--- src/rtl/core/sms_pkg.sv ---
package sms_pkg;

	localparam int CAPACITY = 64;
	localparam int ELEM_W   = 32;
	localparam int CNT_W    = $clog2(CAPACITY + 1);

	// field widths of the channels
	localparam int CMD_W    = 2;
	localparam int VALUE_W  = 32;
	localparam int COUNT_W  = 7;

	typedef logic [ELEM_W-1:0] elem_t;
	typedef logic [CNT_W-1:0]  cnt_t;

	typedef enum logic [CMD_W-1:0] {
		CMD_INSERT = 2'd0,
		CMD_REMOVE = 2'd1,
		CMD_LOOKUP = 2'd2
	} cmd_t;

	// write strobes broadcast to every cell
	typedef struct packed {
		logic insert_en;
		logic remove_en;
	} cell_ctrl_t;

endpackage

--- src/rtl/core/sms_cmd_if.sv ---
interface sms_cmd_if;
	logic                                 valid;
	logic                                 ready;
	logic [sms_pkg::CMD_W-1:0]            command;
	logic signed [sms_pkg::VALUE_W-1:0]   value;

	modport source (output valid, output command, output value, input ready);
	modport sink   (input valid, input command, input value, output ready);
endinterface

--- src/rtl/core/sms_res_if.sv ---
interface sms_res_if;
	logic                        valid;
	logic                        ready;
	logic                        ok;
	logic                        full_reject;
	logic [sms_pkg::COUNT_W-1:0] count;
	logic                        empty_res;

	modport source (output valid, output ok, output full_reject, output count,
		output empty_res, input ready);
	modport sink   (input valid, input ok, input full_reject, input count,
		input empty_res, output ready);
endinterface

--- src/rtl/core/sms_cell.sv ---
module sms_cell (
	input  logic                clk,
	input  logic                arst_n,
	input  sms_pkg::elem_t      value,
	input  sms_pkg::cell_ctrl_t ctrl,
	input  logic                prior_free,
	output logic                any_free,
	output logic                match
);

	logic           valid_q;
	sms_pkg::elem_t stored_q;
	logic           claim;

	// first free cell along the chain takes an insert
	assign claim    = !valid_q && !prior_free;
	assign any_free = prior_free || !valid_q;
	assign match    = valid_q && (stored_q == value);

	always_ff @(posedge clk or negedge arst_n) begin
		if (!arst_n) begin
			valid_q <= 1'b0;
		end else if (ctrl.insert_en && claim) begin
			valid_q <= 1'b1;
		end else if (ctrl.remove_en && match) begin
			valid_q <= 1'b0;
		end
	end

	always_ff @(posedge clk) begin
		if (ctrl.insert_en && claim) begin
			stored_q <= value;
		end
	end

endmodule

--- src/rtl/core/set_membership_table.sv ---
// A command transaction accepted into cmd_q and value_q is executed against the
// cells into the result registers, waiting while a stalled result is still held.
// Throughput: one command per cycle unless results stall; each is resolved in one
// pass over the row of cells: all compare at once and the free-slot token ripples.
// Reset: arst_n clears every valid bit, the element count and both channel states
// at once; stored values are left as they are and need no clearing pass.
module set_membership_table (
	input  logic   clk,
	input  logic   arst_n,
	sms_cmd_if.sink   cmd,
	sms_res_if.source res
);

	logic                      busy_q;
	logic [sms_pkg::CMD_W-1:0] cmd_q;
	sms_pkg::elem_t            value_q;
	sms_pkg::cnt_t             cnt_q;
	logic                      out_valid_q;
	logic                      ok_q;
	logic                      reject_q;
	logic [sms_pkg::COUNT_W-1:0] count_q;
	logic                      empty_q;

	logic                        exec;
	logic                        hit;
	logic                        full;
	logic [sms_pkg::CAPACITY-1:0] match;
	logic [sms_pkg::CAPACITY:0]   free_chain;
	sms_pkg::cell_ctrl_t          ctrl;
	logic                         ok_d;
	logic                         reject_d;
	sms_pkg::cnt_t                cnt_d;

	assign exec      = busy_q && (!out_valid_q || res.ready);
	assign cmd.ready = !busy_q || exec;

	assign free_chain[0] = 1'b0;

	for (genvar i = 0; i < sms_pkg::CAPACITY; i++) begin : g_cell
		sms_cell u_cell (
			.clk        (clk),
			.arst_n     (arst_n),
			.value      (value_q),
			.ctrl       (ctrl),
			.prior_free (free_chain[i]),
			.any_free   (free_chain[i+1]),
			.match      (match[i])
		);
	end

	assign hit  = |match;
	assign full = !free_chain[sms_pkg::CAPACITY];

	always_comb begin
		ctrl     = '0;
		ok_d     = 1'b0;
		reject_d = 1'b0;
		cnt_d    = cnt_q;
		unique case (cmd_q)
			sms_pkg::CMD_INSERT: begin
				if (!hit) begin
					if (full) begin
						reject_d = 1'b1;
					end else begin
						ctrl.insert_en = exec;
						ok_d           = 1'b1;
						cnt_d          = cnt_q + sms_pkg::cnt_t'(1);
					end
				end
			end
			sms_pkg::CMD_REMOVE: begin
				ctrl.remove_en = exec;
				if (hit) begin
					ok_d  = 1'b1;
					cnt_d = cnt_q - sms_pkg::cnt_t'(1);
				end
			end
			sms_pkg::CMD_LOOKUP: begin
				ok_d = hit;
			end
			default: begin
				// unused code: set left untouched
			end
		endcase
	end

	always_ff @(posedge clk or negedge arst_n) begin
		if (!arst_n) begin
			busy_q      <= 1'b0;
			out_valid_q <= 1'b0;
			cnt_q       <= '0;
		end else begin
			if (cmd.valid && cmd.ready) begin
				busy_q <= 1'b1;
			end else if (exec) begin
				busy_q <= 1'b0;
			end
			if (exec) begin
				out_valid_q <= 1'b1;
				cnt_q       <= cnt_d;
			end else if (res.ready) begin
				out_valid_q <= 1'b0;
			end
		end
	end

	always_ff @(posedge clk) begin
		if (cmd.valid && cmd.ready) begin
			cmd_q   <= cmd.command;
			value_q <= sms_pkg::ELEM_W'(cmd.value);
		end
		if (exec) begin
			ok_q     <= ok_d;
			reject_q <= reject_d;
			count_q  <= sms_pkg::COUNT_W'(cnt_d);
			empty_q  <= (cnt_d == '0);
		end
	end

	assign res.valid       = out_valid_q;
	assign res.ok          = ok_q;
	assign res.full_reject = reject_q;
	assign res.count       = count_q;
	assign res.empty_res   = empty_q;

endmodule

--- src/flat_wrapper.sv ---
// flat-port wrapper written by rule: the top's interface ports become plain ports
module set_membership_table_flat 
  (clk, arst_n, cmd_valid, cmd_command, cmd_value, cmd_ready, res_valid, res_ok, res_full_reject, res_count, res_empty_res, res_ready);
  sms_cmd_if cmd_i ();
  sms_res_if res_i ();
  input  logic clk;
  input  logic arst_n;
  input wire logic [$bits(cmd_i.valid)-1:0] cmd_valid;
  input wire logic [$bits(cmd_i.command)-1:0] cmd_command;
  input wire logic [$bits(cmd_i.value)-1:0] cmd_value;
  output wire logic [$bits(cmd_i.ready)-1:0] cmd_ready;
  output wire logic [$bits(res_i.valid)-1:0] res_valid;
  output wire logic [$bits(res_i.ok)-1:0] res_ok;
  output wire logic [$bits(res_i.full_reject)-1:0] res_full_reject;
  output wire logic [$bits(res_i.count)-1:0] res_count;
  output wire logic [$bits(res_i.empty_res)-1:0] res_empty_res;
  input wire logic [$bits(res_i.ready)-1:0] res_ready;
  assign cmd_i.valid = cmd_valid;
  assign cmd_i.command = cmd_command;
  assign cmd_i.value = cmd_value;
  assign cmd_ready = cmd_i.ready;
  assign res_valid = res_i.valid;
  assign res_ok = res_i.ok;
  assign res_full_reject = res_i.full_reject;
  assign res_count = res_i.count;
  assign res_empty_res = res_i.empty_res;
  assign res_i.ready = res_ready;
  set_membership_table u_core (.clk(clk), .arst_n(arst_n), .cmd(cmd_i), .res(res_i));
endmodule
--- config.mk ---
export PLATFORM = sky130hd
export DESIGN_NAME = set_membership_table_flat
export DESIGN_NICKNAME = d
export VERILOG_FILES = /design/src/rtl/core/sms_pkg.sv /design/src/rtl/core/sms_cmd_if.sv /design/src/rtl/core/sms_res_if.sv /design/src/rtl/core/sms_cell.sv /design/src/rtl/core/set_membership_table.sv /design/src/flat_wrapper.sv
export SDC_FILE = /design/constraint.sdc
export NUM_CORES = 2
export LEC_CHECK = 0
export BUFFER_PORTS_ARGS = -buffer_cell sky130_fd_sc_hd__buf_2
export CAP_MARGIN = 20
export CORE_ASPECT_RATIO = 0.6
export CORE_MARGIN = 2
export CORE_UTILIZATION = 45
export CTS_BUF_LIST = sky130_fd_sc_hd__clkbuf_8 sky130_fd_sc_hd__clkbuf_16
export CTS_CLUSTER_SIZE = 20
export DETAILED_ROUTE_END_ITERATION = 6
export PLACE_DENSITY = 0.6
export SYNTH_ARGS = -nofsm -noshare
export SYNTH_HDL_FRONTEND = slang
export SYNTH_SLANG_ARGS = --single-unit
export TNS_END_PERCENT = 100
--- constraint.sdc ---
create_clock -name clk -period 10.1 [get_ports clk]
set_clock_uncertainty 0.2 [all_clocks]
set_input_delay 1.01 -clock clk [delete_from_list [all_inputs] [get_ports clk]]
set_output_delay 1.01 -clock clk [all_outputs]
set_load 0.05 [all_outputs]
==> summary.txt <==
Synthesis
  • Post-synthesis net count: 5776
  • Post-synth EDFFs: 2092
  • Post-synth ARST share: 0.0337
  • Area leader, netlist: edfxtp_1
  • Gate count of the mapped netlist: 5733
  • Post-synth cell types: 64
  • Post-synthesis cell area: 92300 µm²
  • Area fraction of the dominant cell type after synthesis: 0.680
  • Register area share after synthesis: 0.700
  • Top_reg_cell synth: edfxtp_1
  • Synthesis Warnings: 0
  • Avg Inst Size Synth: 16.1 µm²
  • Register bit total from synthesis: 2165
  • Largest cells by area after synthesis: edfxtp_1, xor2_1, xnor2_1

Clock tree
  • Total clock sinks: 2165
  • CTS tree: yes
  • Worst-path clk slew: 0.06 ns
  • Inserted Clock Buffers: 197
  • Max clock buf depth: 4
  • CTS root buf: clkbuf_16
  • H-Tree Depth: 4
  • Clock insertion delay at the later pin of the skew report: 0.86 ns

STA
  • Final Slew Violations: 0
  • Slew at the pin closest to its max-slew limit: 1.15 ns
  • RSZ-0062 raised after global routing: no
  • Crit share post-route: 0.729
  • Endpoints failing setup: 0
  • FMAX: 0.136 GHz
  • Setup TNS: 0 ns
  • Crit path time final: 7.36 ns
  • Hold Vio Cnt, Final: 0
  • Slew Limit Headroom: 0.227
  • Final worst setup slack: 2.74 ns

Die
  • Io pins: 50
  • Initial core utilization: 0.454
  • Core Region: 203000 µm²
  • Die Width: 589 µm
  • Die area: 209000 µm²
  • FP Rows: 128
  • Chip height: 355 µm

Setup path
  • Top Family by Delay on Critical Path: simple AND/OR/NAND/NOR gates
  • CP peak stage delay: 0.88 ns
  • Req. time, crit path: 10.39 ns
  • Worst setup SP type: flip-flop
  • Worst-path fanout max: 58
  • Endpoint type of the worst setup path: flip-flop
  • Crit path DAT: 7.65 ns
  • Cell-by-cell trace of the critical path: buf_12 -> buf_4 -> xor2_1 -> nor4_1 -> nand4_1 -> or3_1 -> nand4_1 -> nor4_1 -> and4_1 -> and3_1 -> nand2_2 -> or3_1 -> nor3_2 -> buf_4
  • CP max-delay cell: edfxtp_1
  • Bufs and invs on worst path: 3
  • Setup Crit Path Kind: reg -> reg

Routing
  • Antenna Nets Post-Route: 0
  • Initial DRT Pass Iterations: 6
  • Via count: 48733
  • Initial drt markers: 5804
  • Drt wl/cell: 27.5 µm
  • Routed wire length: 243 mm
  • DR DRC count: 0
  • Vias/cell: 5.52

Cells and area
  • Most common cell after layout, fill and taps aside: edfxtp_1
  • Layout cell share with drive strength beyond 1: 0.0999
  • Most frequent cells in the layout: edfxtp_1, xor2_1, xnor2_1
  • Area grow syn2layout: 10.6%
  • NumNets Final: 5988
  • Finished Layout Cells: 8830

Global route
  • First-pass GRT wire length: 346 mm
  • Largest net degree at the start of global routing: 87
  • Tot GR Track Use: 0.230
  • Aggregate global routing overflow: 0
  • Antenna violations before repair: 19
  • Number of global-route vias before repair: 46348

Place
  • GP Congestion: 0.839
  • # port buffers: 49
  • Pre-CTS setup slack: 2.90 ns
  • Placed cells: 8475
  • HPWL Detailed: 143 mm

Power and ir drop
  • Worst VDD drop: 140 µV
  • Pleak: 32.5 nW
  • Final Power: 0.0184 W
  • Cell Pwr Density: 181 nW/µm²

Job
  • Max_cap viols: 0

Worst hold path
  • Hold Path Class: in -> reg

Status
  • Status: complete, no violations
-- through the flow --
step	hold slack [ns]	utilization	instance area, µm²
2_1_floorplan	0.249	-	92300
3_3_place_gp	0.258	0.472	96100
3_5_place_dp	0.269	0.472	96100
4_1_cts	0.0927	0.502	102000
5_1_grt	0.107	0.502	102000
6_report	0.142	0.502	102000
-- where the power goes --
part	switching (W)	internal, W	total [W]
registers	0.0000725	0.00992	0.00999
clock network	0.00328	0.00394	0.00722
logic	0.000858	0.000381	0.00124
-- flip-flops by register name (all words and copies together) (netlist names) --
register                       count
u_core.cnt_q                       7
u_core.value_q                    32
u_core.g_cell.u_cell.valid_q      64
u_core.g_cell.u_cell.stored_q   2048
u_core.res.empty_res               1
u_core.busy_q                      1
u_core.res.full_reject             1
u_core.cmd_q                       2
u_core.res.valid                   1
u_core.res.count                   7
u_core.res.ok                      1
-- final cells by class --
type | instances | area [µm²]
repair buffers | 261 | 2370
inverters | 46 | 173
multi-input cells | 3274 | 25500
clock buffers | 218 | 5260
diodes | 5 | 12.5
clock inverters | 131 | 790
flip-flops and latches | 2165 | 64600
well taps | 2730 | 3420
fillers | 16888 | 101000
-- worst reg2reg max path, stage by stage (launching register included) --
cell and delay, ns:
edfxtp_1 0.88, buf_12 0.40, buf_4 0.65, xor2_1 0.25, nor4_1 0.10, nand4_1 0.09, or3_1 0.22, nand4_1 0.39
nor4_1 0.70, and4_1 0.51, and3_1 0.76, nand2_2 0.46, or3_1 0.66, nor3_2 0.29, buf_4 0.44
-- cells by family (layout without fill, tap and decap cells) --
kind of cell | count (synthesis) | in the layout | share of synthesized area
multiplexers | 10 | 10 | 0.00117
adder cells (fa/ha/maj) | 5 | 5 | 0.000678
buffers and inverters | 294 | 656 | 0.0271
XOR/XNOR | 2017 | 2017 | 0.191
AND/OR/NAND/NOR | 1110 | 1110 | 0.0699
AO/OA/AOI/OAI | 132 | 132 | 0.00973
other | 0 | 5 | 0
flip-flops | 2165 | 2165 | 0.700
-- layer usage --
| metal | up-vias | global-route usage | part of all wire |
|---|---|---|---|
| met1 | 25048 | 0.361 | 0.48 |
| met5 | - | 0 | 0.00019 |
| met2 | 1902 | 0.322 | 0.41 |
| li1 | 21490 | - | - |
| met4 | 8 | 0.0467 | 0.019 |
| met3 | 285 | 0.0571 | 0.092 |
-- synthesized netlist by cell type (3+ instances only) --
master     count
xnor2_1      964
nor3_1       105
mux2_2         6
buf_2         17
and2_1         4
nand2b_1      46
nand3b_1       3
or2_2          3
edfxtp_1    2092
o211ai_1       4
o31ai_1        6
nand3_1      115
ha_1           5
clkbuf_1      12
and3_1         9
nor4b_1        4
nor3_2         4
nor2b_1       13
nand4_1      308
o21ai_0       60
nor2_1       104
buf_4         78
a21oi_1       13
dfrtp_1       73
or3_1         35
o22a_1        11
mux2i_1        4
o221ai_1       6
a211oi_1       5
o2111ai_1      6
inv_1         46
buf_8          7
nand2_1       36
xor2_1      1053
nand4b_1       8
a2111o_1       4
nor4_1       292
buf_6        133
and4_1         5
-- timing repair --
item	4_1_cts	5_1_grt
hold buffers	1	0
hold endpoints to repair	15	0
buffers inserted	0	0
resized for setup	0	0
-- path summary, 6_finish.rpt --
kind                       slack (ns)                                     to               start  depth (start not counted)
setup / recovery                 2.74  u_core.g_cell[23].u_cell.stored_q[25]  u_core.value_q[12]                         14
hold / removal                   0.14                     u_core.value_q[31]       cmd_value[31]                          1
setup reg to reg                 2.74  u_core.g_cell[23].u_cell.stored_q[25]  u_core.value_q[12]                         14
hold reg to reg                  0.29                       u_core.res.valid       u_core.busy_q                          1
max in group asynchronous        7.78       u_core.g_cell[28].u_cell.valid_q              arst_n                          3
min in group asynchronous        0.55                        u_core.cnt_q[4]              arst_n                          2
Note: power is estimated with default switching activity, not from simulation.
